## src/hw/rtl/drs_ram.sv

```systemverilog
// generic single-port ram with registered read
module drs_ram #(
  parameter int unsigned WIDTH = 8,
  parameter int unsigned DEPTH = 64
) (
  input  logic                                       clk,
  input  logic                                       we,
  input  logic [((DEPTH > 1) ? $clog2(DEPTH) : 1)-1:0] addr,
  input  logic [WIDTH-1:0]                           wdata,
  output logic [WIDTH-1:0]                           rdata
);

  logic [WIDTH-1:0] mem [DEPTH];

  always_ff @(posedge clk) begin
    if (we) begin
      mem[addr] <= wdata;
    end
    rdata <= mem[addr];
  end

endmodule

```

## config.mk

```make
export PLATFORM = sky130hd
export DESIGN_NAME = drs_ram
export DESIGN_NICKNAME = d
export VERILOG_FILES = /design/src/hw/rtl/drs_ram.sv
export SDC_FILE = /design/constraint.sdc
export NUM_CORES = 1
export LEC_CHECK = 0
export BUFFER_PORTS_ARGS = -buffer_cell sky130_fd_sc_hd__buf_2
export CORE_UTILIZATION = 60
export CTS_CLUSTER_SIZE = 14
export DETAILED_ROUTE_END_ITERATION = 8
export PLACE_DENSITY_LB_ADDON = 0.25
export SLEW_MARGIN = 0
export SYNTH_ARGS = -nofsm -noshare
export SYNTH_HDL_FRONTEND = slang
export SYNTH_SLANG_ARGS = --single-unit
```

## constraint.sdc

```tcl
create_clock -name clk -period 4.8 [get_ports clk]
set_input_delay 0.24 -clock clk [delete_from_list [all_inputs] [get_ports clk]]
set_output_delay 0.24 -clock clk [all_outputs]
set_load 0.02 [all_outputs]
```

# After elaboration in Yosys (flattened, before gate mapping)
# Memory sizes are Yosys's and may differ from the RTL's. A register that Yosys moved wholly into a read port is not among the register bits.
# Index checks and enable logic that the tools add are counted.
# word_totals
regBits,0
ramBits,512
inputBits,16
memories,1
# classes
muxes,2
# memory_table
name,depth,word_bits,read_ports,rd_clocked_by_memory_dff,wr,line,rtl
mem,64,8,1,1,1,13,logic [WIDTH-1:0] mem [DEPTH];
# ops
op,count
$mux W1,2

# Logic depth before layout (Yosys ltp)
# depth
ltp_word,2
ltp_mapped,10
ltp_nobuf,5

# Worst setup path after synthesis
# OpenSTA, ideal clock, no wires.
# synth_timing
kind,input port to flip-flop
from,input port addr[1] in the netlist's numbering
to,"memory mem[13][0], enable pin"
setup_time_ns,0.370
arrival_ns,1.968
t_required_ns,4.430
path_slack_ns,2.461
cell_stages,7
cell_sequence,buf_6 buf_6 nor2b_1 clkbuf_1 clkbuf_1 nand3_1 nor2_1
# synth_rtl
element,line,rtl
start: declaration,8,"input logic [((DEPTH > 1) ? $clog2(DEPTH) : 1)-1:0] addr,"
end: declaration,13,
# Straight into the memory's write port.

# Worst setup path after layout
# layout_timing
from,input port addr[0] in the netlist's numbering
to,"memory mem[9][4], enable pin"
# Straight into the memory's write port.

==> run summary <==
Normalized max-slew margin: 0.177
WHS Path Cells: 4
Antenna cells: 0
Initial antenna violation count: 1
Post-DP HPWL: 29.5 mm
R2R Setup Slk: 2.43 ns
Final Net Count: 1207
Multi-input logic area: 4510 µm²
Seq/Total Area, Yosys: 0.760
TritonCTS buffer count: 51
Unrepaired setup endpoints after global routing: false
Synth cell types: 56
Critical Path Fanout Max: 27
Global-route wire length before repair: 74.2 mm
DRT antenna net count: 0
Status: finished, final reports clean
Final GP Congestion: 0.888
Met2 global-route usage: 0.449
Critical Path RT: 4.98 ns
Yosys top cell area share: 0.752
IO Port Bufs: 23
Clock Latency Late Sink: 0.57 ns
I/O Pins: 24
Share of cells above drive strength 1: 0.145
Rows: 67
Routed Wire Length: 50.5 mm
Worst r2r src: mem[4][7]$_DFFE_PP_
Synth area leader: edfxtp_1
Initial core utilization: 0.610
Worst Max-Slew Pin Slew: 1.23 ns
Met1 usage: 0.423
Setup Skew: 0.0206 ns
Worst reg2reg path depth: 5
Worst Hold Launch: addr[3]
Critical path class: input port to flip-flop
Worst Hold Class: input port to flip-flop
Predominant post-synthesis flop cell: edfxtp_1
Clock sink total: 520
Max clock buf depth: 3
Hold Path Sink: rdata[2]$_DFF_P_
EDFF count, synth: 512
Final Hold Fails: 0
Maximum vdd drop: 0.311 mV
Max Cap Viol: 0
Worst reg2reg path endpoint: rdata[7]$_DFF_P_
Root buffer cell: clkbuf_16
GR Overflow Total: 0
Tcrit/Tclk final: 0.638
Postcts setup bufs: 0
Drt wl/cell: 30.2 µm
CORE AREA: 33500 µm²
Syn Area/Cell: 17.5 µm²
Drt drc: 0
Initial drt markers: 1682
Max Fclk: 327 MHz
Post-Place Cells: 1586
Post-cts hold buffer count: 0
Largest cells by area after synthesis: edfxtp_1 (75%), mux4_2 (4.5%), mux2i_1 (3.1%)
Area delta synth->final: 9.96%
PwrDens: 414 nW/µm²
TritonRoute pass-1 iters: 7
GR peak layer: met2
Setup crit end kind: flip-flop
Met3 Use GR: 0.0560
Total number of yosys warnings: 0
Design Power: 0.00930 W
Filler cells: 2244
Synth Instances: 1171
Fin Setup TNS: 0 ns
WP data arrival: 3.25 ns
Syn nets: 1187
Finish-stage setup viols: 0
Post-Syn Area: 20400 µm²
Htree depth: 2
Leak pwr: 7.18 nW
Vias in the first global route: 11300
Pin count of the biggest net entering global routing: 97
Asr flop ratio synth: 0
Setup crit start kind: input port
Die boundary height: 187 µm
Finished Layout Cells: 1676
Register Area: 15500 µm²
Full die area: 34800 µm²
CTS tree: built
# resized after CTS: 0
Routed vias/inst: 6.91
CTS clk-pin slew, worst paths: 0.06 ns
Global-route usage over all layers: 0.293
Vias after detailed routing: 11600
Max-slew violation count: 0
Chip Width: 187 µm
Post-synthesis sequential element count: 520
Tmin final: 3.06 ns
-- metrics by stage --
step           worst slack, ns   util  area, µm²  hold WS, ns
6_report                  1.74  0.671      22500        0.314
5_1_grt                   1.70  0.671      22500        0.313
4_1_cts                   1.88  0.671      22500        0.274
3_5_place_dp              1.32  0.624      20900        0.609
3_3_place_gp              1.45  0.624      20900        0.598
2_1_floorplan             2.46      -      20400        0.339
-- cell type report --
class                           count  share of cell area
Clock inverter                     24             0.00651
Tap cell                          448              0.0249
Inverter                            3            0.000501
Multi-Input combinational cell    567               0.201
Timing Repair Buffer               48              0.0140
Clock buffer                       66              0.0625
Sequential cell                   520               0.691
-- where the power goes --
| part | internal, W | switching [W] | total, W |
|---|---|---|---|
| Sequential | 0.00503 | 0.0000179 | 0.00505 |
| Clock | 0.00210 | 0.00164 | 0.00374 |
| Combinational | 0.000153 | 0.000359 | 0.000512 |
-- per-layer routing --
metal / wire [µm] / vias up
met1: 19400 / 5847
met4: 2130 / 2
met3: 5640 / 164
li1: - / 4787
met2: 23400 / 773
met5: 9 / -
-- registers in the layout (all words and copies together) (netlist names) --
register / count
mem: 512
rdata: 8
-- cells in the mapped netlist (all sizes together), types with 12 or more instances --
cell type,n
buf,45
nand2,45
a22oi,40
o22ai,22
nor2,82
mux2,12
a21oi,28
a221oi,21
a31oi,15
clkbuf,36
edfxtp,512
mux4,41
nand3b,12
mux2i,63
nand2b,24
-- layout by cell type, fill, tap and decap left out, types with 8 or more instances in the layout --
| cell | n |
|---|---|
| mux2i_1 | 63 |
| and3_1 | 9 |
| a22o_1 | 10 |
| a221oi_1 | 21 |
| clkbuf_1 | 10 |
| a221o_1 | 11 |
| o221ai_1 | 9 |
| a22oi_1 | 40 |
| nor2_1 | 81 |
| a31oi_1 | 15 |
| mux4_2 | 41 |
| clkinv_2 | 12 |
| buf_4 | 27 |
| dfxtp_1 | 8 |
| o21ai_0 | 9 |
| nand2b_1 | 24 |
| nand3_1 | 8 |
| buf_2 | 20 |
| o22ai_1 | 22 |
| and2_1 | 9 |
| a21oi_1 | 28 |
| o22a_1 | 11 |
| nand2_1 | 45 |
| clkbuf_16 | 53 |
| edfxtp_1 | 512 |
| nand3b_1 | 12 |
-- cell families (layout without fill, tap and decap cells) --
group	count (synthesis)	count (layout)	synth area share
DFF	520	520	0.760
and+or+nand+nor	229	229	0.0571
AOI/OAI and AO/OA	222	222	0.0808
muxes	116	116	0.0826
buffers and inverters	84	141	0.0198
-- worst max-delay path by stage --
stage	startpoint	end	slack (ns)	depth (start not counted)
floorplan	addr[1]	mem[13][0]$_DFFE_PP_	2.46	7
global placement	addr[0]	mem[9][7]$_DFFE_PP_	1.45	4
detailed placement	addr[0]	mem[1][1]$_DFFE_PP_	1.32	4
CTS	addr[0]	mem[49][2]$_DFFE_PP_	1.88	4
global route	addr[0]	mem[17][5]$_DFFE_PP_	1.70	4
finish	addr[0]	mem[9][4]$_DFFE_PP_	1.74	4
-- worst max-delay path: stages --
cell and delay (ns):
buf_4 0.27, nor2b_2 1.04, nand2_1 0.88, nor2_1 0.79
No activity file was read; power rests on OpenSTA's default activity.
