$ cat config.mk
export PLATFORM = sky130hd
export DESIGN_NAME = drs_alu
export DESIGN_NICKNAME = d
export VERILOG_FILES = /design/src/hw/rtl/drs_pkg.sv /design/src/hw/rtl/drs_alu.sv
export SDC_FILE = /design/constraint.sdc
export NUM_CORES = 1
export LEC_CHECK = 0
export BUFFER_PORTS_ARGS = -buffer_cell sky130_fd_sc_hd__buf_4
export CORE_MARGIN = 4
export CORE_UTILIZATION = 52
export DETAILED_ROUTE_END_ITERATION = 7
export PLACE_DENSITY_LB_ADDON = 0.08
export SLEW_MARGIN = 5
export SYNTH_ARGS = -nofsm -noshare
export SYNTH_HDL_FRONTEND = slang
export SYNTH_SLANG_ARGS = --single-unit
$ cat constraint.sdc
create_clock -name vclk -period 8.37
set_clock_uncertainty 0.15 [all_clocks]
set_input_delay 1.674 -clock vclk [all_inputs]
set_output_delay 1.674 -clock vclk [all_outputs]
set_load 0.01 [all_outputs]
$ cat src/hw/rtl/drs_pkg.sv
// types, constants and helpers of the delivery rate sampler
package drs_pkg;

  localparam int unsigned SLOTS_DEF   = 64;
  localparam int unsigned IN_TDATA_W  = 152;
  localparam int unsigned IN_TUSER_W  = 2;
  localparam int unsigned OUT_TDATA_W = 128;
  localparam int unsigned OUT_TUSER_W = 3;
  localparam int unsigned ALU_W       = 65;
  localparam int unsigned MUL_STEPS   = 4;
  localparam int unsigned DIV_STEPS   = 64;
  localparam int unsigned MUL_TOP_SHIFT = 20;

  localparam logic [63:0] USEC_PER_SEC = 64'd1000000;
  localparam logic [63:0] BYTES_LIMIT  = 64'hFFFF_FFFF_FFFF_FFFF / USEC_PER_SEC;

  typedef enum logic [1:0] {
    REQ_SENT  = 2'd0,
    REQ_ACKED = 2'd1,
    REQ_LOST  = 2'd2,
    REQ_MARK  = 2'd3
  } req_t;

  typedef struct packed {
    logic        valid;
    logic [63:0] number;
    logic [63:0] sent_time;
    logic [15:0] size;
    logic [63:0] acked_at_send;
    logic [63:0] last_ack_at_send;
    logic        lim_at_send;
  } rec_t;

  typedef struct packed {
    logic [ALU_W-1:0] op_a;
    logic [ALU_W-1:0] op_b;
    logic             sub;
  } alu_req_t;

  typedef struct packed {
    logic [ALU_W-1:0] value;
    logic             borrow;
    logic             zero;
  } alu_res_t;

  // 10^6 = 2^20 - 2^16 + 2^14 + 2^9 + 2^6
  function automatic logic [4:0] mul_shift(input logic [1:0] step);
    logic [4:0] sh;
    case (step)
      2'd0:    sh = 5'd16;
      2'd1:    sh = 5'd14;
      2'd2:    sh = 5'd9;
      default: sh = 5'd6;
    endcase
    return sh;
  endfunction

endpackage

$ cat src/hw/rtl/drs_alu.sv
// shared add / subtract unit with borrow and zero flags
module drs_alu (
  input  drs_pkg::alu_req_t req,
  output drs_pkg::alu_res_t res
);

  logic [drs_pkg::ALU_W:0] sum;

  assign sum = {1'b0, req.op_a} + {1'b0, (req.sub ? ~req.op_b : req.op_b)}
             + (drs_pkg::ALU_W + 1)'(req.sub);

  assign res.value  = sum[drs_pkg::ALU_W-1:0];
  assign res.borrow = req.sub & ~sum[drs_pkg::ALU_W];
  assign res.zero   = (sum[drs_pkg::ALU_W-1:0] == '0);

endmodule

# Word level (Yosys, flattened, before mapping)

Cells that the tools add are included.

Register bits after elaboration: 0
Input bits: 131
Output and inout port bits: 67
Logic and storage cells: 7

Add/subtract/negate cells: 2
Muxes and demuxes: 1
Bitwise gates (word level): 3
Reduce and logical (&&, ||, !) cells: 1

Operator list:

| cell                    | number |
|---|---|
| adder 65 x 65 -> 66 bit | 1 |
| adder 66 x 1 -> 66 bit  | 1 |
| zero test 65 bit        | 1 |
| 2-to-1 mux 65 bit       | 1 |
| inverter 65 bit         | 1 |
| bitwise AND 1 bit       | 1 |
| inverter 1 bit          | 1 |

# Logic depth before layout (Yosys ltp)

Gate-level depths: netlist of run 1.

Depth after elaboration: 6
Gate-level depth with buffers: 16
Mapped depth without buffers: 14

# Worst setup path after synthesis of run 1

No wires, ideal clock.

Path type: input to output
Start: input req[0] in the netlist's numbering
End: output res[0] in the netlist's numbering
Arrival time: 5.786 ns
Required time: 6.546 ns
Path slack: 0.760 ns
Cell stages on the path: 15
Cell sequence: buf_1 -> clkbuf_1 -> xor2_1 -> ha_1 -> clkbuf_1 -> nand2_1 -> nor4b_1 -> o21ai_1 -> a2111oi_0 -> o211a_1 -> a41oi_1 -> o31ai_1 -> xor2_1 -> or4_1 -> nor4b_2

RTL lines:

| what            | line         | source |
|---|---|---|
| start, declared | drs_alu.sv:3 | `input drs_pkg::alu_req_t req,` |
| end, declared   | drs_alu.sv:4 | `output drs_pkg::alu_res_t res` |

==> results of run 1 <==
## final cells by class
type / count / area share, %
multi-input cells: 675 / 73.3
repair buffers: 203 / 23.9
well taps: 108 / 2.10
inverters: 12 / 0.700
diodes: 1 / 0.0389
## cells by family (layout without fill, tap and decap cells)
logic type	count (synthesis)	count (layout)	share of synthesized area, %
other	0	1	0
buffers and inverters	35	215	2.94
AND/OR/NAND/NOR	239	239	24.7
AO/OA/AOI/OAI	237	237	30.6
adder cells (fa/ha/maj)	71	71	18.5
multiplexers	2	2	0.490
XOR/XNOR	126	126	22.8
## per-stage QoR
stage	worst slack (ns)	utilization [%]	cells	hold WS [ns]	cell area, sq um
2_1_floorplan	0.760	-	710	3.28	4850
3_3_place_gp	0.542	72.2	998	3.51	6420
3_5_place_dp	0.432	72.2	998	3.51	6420
4_1_cts	0.411	72.2	998	3.51	6420
5_1_grt	0.0875	72.3	998	3.52	6430
6_report	0.420	72.3	999	3.51	6430
## placed cells by master (no fill, tap or decap), types with 13 or more instances in the layout
cell / count
o21a_1: 13
nor2_1: 68
a21oi_1: 83
nand4_1: 20
buf_4: 202
nand2_1: 68
xnor2_1: 33
xor2_1: 93
ha_1: 70
o21ai_0: 49
nand3_1: 13
a21o_1: 19
## final timing paths
check | to | slack, ns | start | cells after the start
worst max-delay path | res[0] | 0.42 | req[0] | 17
worst min-delay path | res[2] | 3.51 | req[1] | 3
## metal layers
layer / track usage, % / wire length [microns]
met1: 40.8 / 7580
met2: 52.6 / 8540
met3: 4.81 / 1880
met4: 11.1 / 707
met5: 0 / 0
==> qor.txt, run 1 <==
================================================================================
Ys Warns                                                                       0
Top cell types by occurrence after synthesis                        xor2_1 (93), a21oi_1 (83), ha_1 (70), nand2_1 (68), nor2_1 (68)
Residual DRC                                                                   0
Area of the core                                                    0.00889 sq mm
Cell Chain, Critical Path                                           buf_4 > buf_12 > buf_4 > xor2_1 > ha_1 > nand4_1 > or2_2 > nand2b_1 > a21oi_1 > o31ai_2 > nor2b_1 > xnor2_1 > or4_1 > a2111oi_1 > nand4_1 > nor4b_2 > buf_4
Via count                                                                   6358
Ranking of synthesized cells by area                                ha_1 (18%), xor2_1 (17%), a21oi_1 (8.6%), xnor2_1 (6.0%), nand2_1 (5.3%)
GRT Resource Usage Total                                                   31.4%
Maximum clock frequency                                                  126 MHz
Area leader, netlist                                                        ha_1
Critical Path End Type                                                output pin
Post-cts gate resize count                                                     0
Layout sequential cell count                                                   0
Critical Path AT                                                         6.13 ns
Portion of the post-synthesis area used by sequential elements                0%
Top-count cell post-synth                                                 xor2_1
Layout clock buffer count                                                      0
Number of pins with negative max-slew slack in the final report                0
Total of hold buffers inserted after clock tree synthesis                      0
Die outline area                                                    0.0109 sq mm
Port Buf Inserts                                                             198
Area added between synthesis and finish                                    32.6%
Startpoint Class                                                    primary input
CP Buf/Inv Count                                                               4
Max_slew headroom                                                          56.7%
Final Hold Violating Endpoints                                                 0
Die height                                                           105 microns
Pin count of the biggest net entering global routing                          25
Final setup fails                                                              0
Average via count per standard cell                                         6.36
Number of rows in the core area                                               34
Syn_nets                                                                     912
Iteration-0 DRC Markers                                                      444
Post-route minimum period                                                7.95 ns
Cell area after synthesis                                           0.00485 sq mm
Number of antenna violations at the first check in global routing              0
Required time reported for the critical path endpoint                    6.55 ns
Number of fill cells                                                         748
Most frequent cell on the critical path                                    buf_4
First-pass GRT wire length                                          29300 microns
Detailed-route wire length per cell                                 18.7 microns
Final wirelength                                                    18700 microns
Area used by multi-input combinational logic                        0.00471 sq mm
Layout net count                                                            1094
Worst-Margin Slew                                                       0.642 ns
Crit share post-route                                                      95.0%
Width of the die                                                     105 microns
Post-detail-place hpwl                                              16100 microns
Max stage delay cell, worst path                                           or4_1
Delay-heaviest family, CP                                           simple AND/OR/NAND/NOR gates
Detail Route Antenna Nets                                                      0
Number of max-cap violations                                                   0
Remaining Overflow, GRT                                                        0
RSZ-0062 raised after global routing                                       false
Worst-path maximum fanout                                                     24
Min-delay worst type                                                      in2out
Initial core utilization                                                   54.5%
Post-CTS Setup Repair Bufs                                                     0
Count of unique library cells instantiated by Yosys                           66
Top-area cell type share of the netlist area                               18.1%
Post-Synthesis Mean Instance Area                                     6.83 sq um
Area of all sequential standard cells                                    0 sq um
Ratio of cells with drive above 1 in the final layout                      24.9%
Slowest Stage Delay on Critical Path                                     0.55 ns
RePlAce Congestion                                                          1.09
Outcome                                                             complete, no violations
Number of cells produced by synthesis                                        710
Total Neg Setup Slack                                                       0 ns
Drt pass-1 iters                                                               5
IO Pins                                                                      198
Number of global-route vias before repair                                   6160
Class of the most critical setup path                                     in2out
================================================================================
==> inputs of run 2 (changes only) <==
--- a/config.mk
+++ b/config.mk
@@ -6,6 +6,7 @@
 export NUM_CORES = 1
 export LEC_CHECK = 0
 export BUFFER_PORTS_ARGS = -buffer_cell sky130_fd_sc_hd__buf_4
+export CORE_ASPECT_RATIO = 0.6
 export CORE_MARGIN = 4
 export CORE_UTILIZATION = 52
 export DETAILED_ROUTE_END_ITERATION = 7
==> run 2 against run 1 <==
Net effect:
- global-route usage rose by 3.8 points
- fmax fell by 2.3%
- largest cell class unchanged
- worst hold slack improved by 0.012 ns
- sequential share of layout area did not move
- utilization rose by 0.84 points
- highest routed layer is now met5
- critical path type unchanged
- final cell count rose by 0.30%
==> qor.txt, run 2 (same netlist as run 1, synthesis figures left out) <==
====================================================================================
Final wirelength                                                        20900 microns   +11%
Post-detail-place hpwl                                                  18100 microns   +12%
Area of the core                                                        0.00878 sq mm   -1.2%
Number of global-route vias before repair                                       5940   -3.6%
Number of rows in the core area                                                   26   -24%
Hold Crit Depth                                                                    3   unchanged
Width of the die                                                         133 microns   +27%
CP Buf/Inv Count                                                                   3   -1
Worst-Margin Slew                                                           0.743 ns   +0.101 ns
Post-route minimum period                                                    8.13 ns   +0.184 ns
Detail Route Antenna Nets                                                          0   unchanged
Gate power share                                                              100.0%
Critical Path AT                                                             6.31 ns   +0.18 ns
Iteration-0 DRC Markers                                                          964   +120%
Cell Chain, Critical Path                                               buf_4 > buf_12 > xor2_1 > ha_1 > nand4_1 > or3_1 > nor2_1 > o21ai_1 > a2111oi_0 > o211a_1 > a41oi_1 > o31ai_1 > xor2_1 > or4_1 > nor4b_2 > buf_4
Depth of the critical timing path with buffers and inverters included             16   -1
Maximum clock frequency                                                      123 MHz   -2.3%
Layout clock buffer count                                                          0   unchanged
Class of the most critical setup path                                         in2out
RePlAce Congestion                                                              1.10   +1.3%
Min-delay worst type                                                          in2out
Die height                                                              82.8 microns   -21%
Residual DRC                                                                       0   unchanged
Final setup fails                                                                  0   unchanged
Tightest hold margin                                                         3.52 ns   +0.0121 ns
Number of inserted diodes                                                          0   -1
Area added between synthesis and finish                                        32.6%   about the same
IO Pins                                                                          198   unchanged
Port Buf Inserts                                                                 198   unchanged
Critical Path End Type                                                    output pin
Remaining Overflow, GRT                                                            0   unchanged
Fraction of power spent switching nets                                         58.4%
Total Neg Setup Slack                                                           0 ns   unchanged
Post-CTS Setup Repair Bufs                                                         0   unchanged
Areal power density over the cells                                       142 mW/mm^2
Die outline area                                                        0.0110 sq mm   +0.46%
Area of all sequential standard cells                                        0 sq um   unchanged
Crit share post-route                                                          97.2%   +2.2 points
Drt pass-1 iters                                                                   8   +3
Total of hold buffers inserted after clock tree synthesis                          0   unchanged
GRT Resource Usage Total                                                       35.2%   +3.8 points
Number of antenna violations at the first check in global routing                  0   unchanged
Top library cells by usage in the layout, fill and taps aside           buf_4 (202), xor2_1 (93), a21oi_1 (83), ha_1 (70)
Leakage power figure                                                      0.00299 uW
Post-cts gate resize count                                                         0   unchanged
First-pass GRT wire length                                              31400 microns   +7.0%
Initial core utilization                                                       55.2%   +0.67 points
Outcome                                                                 complete, no violations
Commonest non-fill, non-tap cell in the layout                                 buf_4
Final Hold Violating Endpoints                                                     0   unchanged
Part of the total power dissipated in the clock network                           0%
Peak supply drop                                                           0.0941 mV
Net switching power                                                           535 uW
Required time reported for the critical path endpoint                        6.55 ns   about the same
Layout net count                                                                1094   unchanged
Delay-heaviest family, CP                                               compound AO/OA/AOI/OAI gates
Pin count of the biggest net entering global routing                              32   +28%
Max_slew headroom                                                              49.2%   -7.6 points
Layout sequential cell count                                                       0   unchanged
Max stage delay cell, worst path                                           a2111oi_0
Ratio of cells with drive above 1 in the final layout                          24.8%   -0.11 points
Average via count per standard cell                                             6.56   +3.1%
RSZ-0062 raised after global routing                                           false
Detailed-route wire length per cell                                     20.8 microns   +11%
Startpoint Class                                                        primary input
Via count                                                                       6573   +3.4%
Number of pins with negative max-slew slack in the final report                    0   unchanged
Worst-path maximum fanout                                                         31   +29%
Slowest Stage Delay on Critical Path                                         0.74 ns   +0.19 ns
Sequential group share of total power                                             0%
Number of max-cap violations                                                       0   unchanged
Internal Pwr Total                                                            380 uW
====================================================================================
run 2: cell types whose count changed in the layout (fill, tap and decap cells not counted), sizes merged:
| cell | previous run | this run |
|---|---|---|
| diode | 1 | 0 |
run 2: worst paths after layout:
check	from	end	slack (ns)
setup / recovery	req[0]	res[0]	0.24
hold / removal	req[66]	res[2]	3.52
run 2: routing by layer:
layer | vias to the layer above | part of all wire, % | track usage [%]
li1 | 2993 | - | -
met1 | 2922 | 43 | 49.7
met2 | 594 | 38 | 51.4
met3 | 62 | 16 | 12.7
met4 | 2 | 2.2 | 5.29
met5 | - | 0.33 | 5.09
run 2: power by group through the flow:
stage	clock network (uW)	registers, uW	logic, uW
detailed placement	0	0	879
finish	0	0	915
global route	0	0	967
global placement	0	0	865
floorplan	0	0	512
CTS	0	0	884
run 2: cell type report:
| class | instances | area (sq um) |
|---|---|---|
| multi-input cells | 675 | 4710 |
| repair buffers | 203 | 1540 |
| well taps | 112 | 140 |
| inverters | 12 | 45.0 |
| fillers | 732 | 2360 |
run 2: metrics by stage:
step	instance area, sq um	total power (uW)	setup slack [ns]	cells	utilization [%]
2_1_floorplan	4850	512	0.760	710	-
3_3_place_gp	6430	865	0.611	1002	73.2
3_5_place_dp	6430	879	0.367	1002	73.2
4_1_cts	6430	884	0.374	1002	73.2
5_1_grt	6430	967	0.0228	1002	73.2
6_report	6430	915	0.235	1002	73.2
Note: power is estimated with default switching activity, not from simulation.
==> inputs of run 3 (changes only) <==
==> constraint.sdc (replaced) <==
create_clock -name vclk -period 8.37
set_clock_uncertainty 0.15 [all_clocks]
set_input_delay 1.674 -clock vclk [all_inputs]
set_output_delay 1.674 -clock vclk [all_outputs]
set_load 0.05 [all_outputs]
==> run 3 against run 2 <==
Net effect:
- non-clock buffer count rose by 2
- worst hold slack better by 0.029 ns
- utilization increased by 0.21 points
- final cell count up 0.20%
- first-iteration DRC count increased by 1.5%
- setup slack better by 0.0021 ns
- critical endpoint unchanged
==> qor.txt, run 3 (same netlist as run 1, synthesis figures left out) <==
====================================================================================
Final total power                                                            1260 uW   +38%
Width of the die                                                         133 microns   unchanged
CP Buf/Inv Count                                                                   2   -1
IO Pins                                                                          198   unchanged
Peak supply drop                                                            0.124 mV   +31%
Remaining Overflow, GRT                                                            0   unchanged
Layout clock buffer count                                                          0   unchanged
Average via count per standard cell                                             6.58   +0.35%
Startpoint Class                                                        primary input
Die height                                                              82.8 microns   unchanged
Last element of the critical path                                             res[0]
Number of inserted diodes                                                          0   unchanged
Residual DRC                                                                       0   unchanged
Ratio of cells with drive above 1 in the final layout                          25.1%   +0.28 points
Areal power density over the cells                                       196 mW/mm^2   +38%
Class of the most critical setup path                                         in2out
First-pass GRT wire length                                              31300 microns   -0.35%
Cell Chain, Critical Path                                               buf_4 > xor2_1 > ha_1 > nand2_1 > o21ai_2 > nor4b_2 > o21ai_1 > a2111oi_1 > o211a_1 > a41oi_1 > o31ai_1 > xor2_1 > or4_1 > nor4b_4 > buf_4
Area added between synthesis and finish                                        33.0%
Slowest Stage Delay on Critical Path                                         0.58 ns   -0.16 ns
Min-delay worst type                                                          in2out
Required time reported for the critical path endpoint                        6.55 ns   about the same
Drt pass-1 iters                                                                   7   -1
RePlAce Congestion                                                              1.09   -1.3%
Number of pins with negative max-slew slack in the final report                    0   unchanged
Tightest hold margin                                                         3.55 ns   +0.0294 ns
Crit share post-route                                                          97.2%   about the same
Number of global-route vias before repair                                       5949   +0.15%
Number of rows in the core area                                                   26   unchanged
Summed area of non-filler cells in the final layout                     0.00645 sq mm   +0.29%
Commonest non-fill, non-tap cell in the layout                                 buf_4
Detailed-route wire length per cell                                     20.8 microns   -0.13%
Port Buf Inserts                                                                 198   unchanged
Worst-Margin Slew                                                           0.619 ns   -0.124 ns
Die outline area                                                        0.0110 sq mm   unchanged
Area used by multi-input combinational logic                            0.00472 sq mm   +0.35%
Pin count of the biggest net entering global routing                              24   -25%
Outcome                                                                 complete, no violations
GRT Resource Usage Total                                                       35.3%   +0.11 points
Number of max-cap violations                                                       0   unchanged
Iteration-0 DRC Markers                                                          978   +1.5%
Critical Path AT                                                             6.31 ns   about the same
Post-route minimum period                                                    8.13 ns   -0.00208 ns
Final Hold Violating Endpoints                                                     0   unchanged
Area of placed instances                                                0.00644 sq mm   +0.18%
Final setup fails                                                                  0   unchanged
Layout sequential cell count                                                       0   unchanged
Area of the core                                                        0.00878 sq mm   unchanged
Layout net count                                                                1096   +0.18%
Start point of the critical path                                              req[0]
Maximum clock frequency                                                      123 MHz   about the same
Number of fill cells                                                             702   -4.1%
Depth of the critical timing path with buffers and inverters included             15   -1
Top library cells by usage in the layout, fill and taps aside           buf_4 (205), xor2_1 (93), a21oi_1 (83), ha_1 (70)
Total of hold buffers inserted after clock tree synthesis                          0   unchanged
Via count                                                                       6609   +0.55%
Delay-heaviest family, CP                                               compound AO/OA/AOI/OAI gates
Area of all sequential standard cells                                        0 sq um   unchanged
Worst-path maximum fanout                                                         23   -26%
Number of antenna violations at the first check in global routing                  0   unchanged
Max_slew headroom                                                              58.3%   +9.1 points
Max stage delay cell, worst path                                           a2111oi_1
Critical Path End Type                                                    output pin
Initial core utilization                                                       55.2%   unchanged
Post-detail-place hpwl                                                  18000 microns   -0.27%
Hold Crit Depth                                                                    3   unchanged
Detail Route Antenna Nets                                                          0   unchanged
HP Start                                                                      req[1]
Final wirelength                                                        20900 microns   about the same
Leakage power figure                                                      0.00301 uW   +0.73%
====================================================================================
-- run 3: how the worst min path moves through the flow --
stage,to,slack (ns)
4_1_cts,res[2],3.55
3_3_place_gp,res[2],3.55
3_5_place_dp,res[2],3.55
2_1_floorplan,res[1],3.43
5_1_grt,res[2],3.56
6_report,res[2],3.55
-- run 3: area by class of cell --
class                           instances  area share [%]
Multi-Input combinational cell        675            73.3
Timing Repair Buffer                  205            23.9
Inverter                               12           0.699
Tap cell                              112            2.17
-- run 3: repair_timing --
action                     in CTS  in global routing
gates resized for setup         0                  3
buffers inserted                0                  0
setup endpoints to repair       0                  1
-- run 3: metal layers --
layer / global-route usage, % / wire length, microns / vias up
met4: 3.53 / 329 / 0
met5: 0 / 0 / -
met3: 13.1 / 3590 / 49
met1: 51.1 / 9000 / 3005
li1: - / - / 2996
met2: 51.0 / 7940 / 559
-- run 3: through the flow --
stage / std cells / util [%] / TNS (ns) / worst slack, ns
detailed placement: 1004 / 73.3 / 0 / 0.0845
CTS: 1004 / 73.3 / 0 / 0.0793
global placement: 1004 / 73.3 / 0 / 0.169
finish: 1004 / 73.4 / 0 / 0.237
floorplan: 710 / - / 0 / 0.132
global route: 1004 / 73.4 / -0.0209 / -0.0209
-- run 3: where the power goes --
group | internal (uW) | switching (uW) | leakage, uW | total [uW]
Sequential | 0 | 0 | 0 | 0
Combinational | 389 | 874 | 0.00301 | 1260
Clock | 0 | 0 | 0 | 0
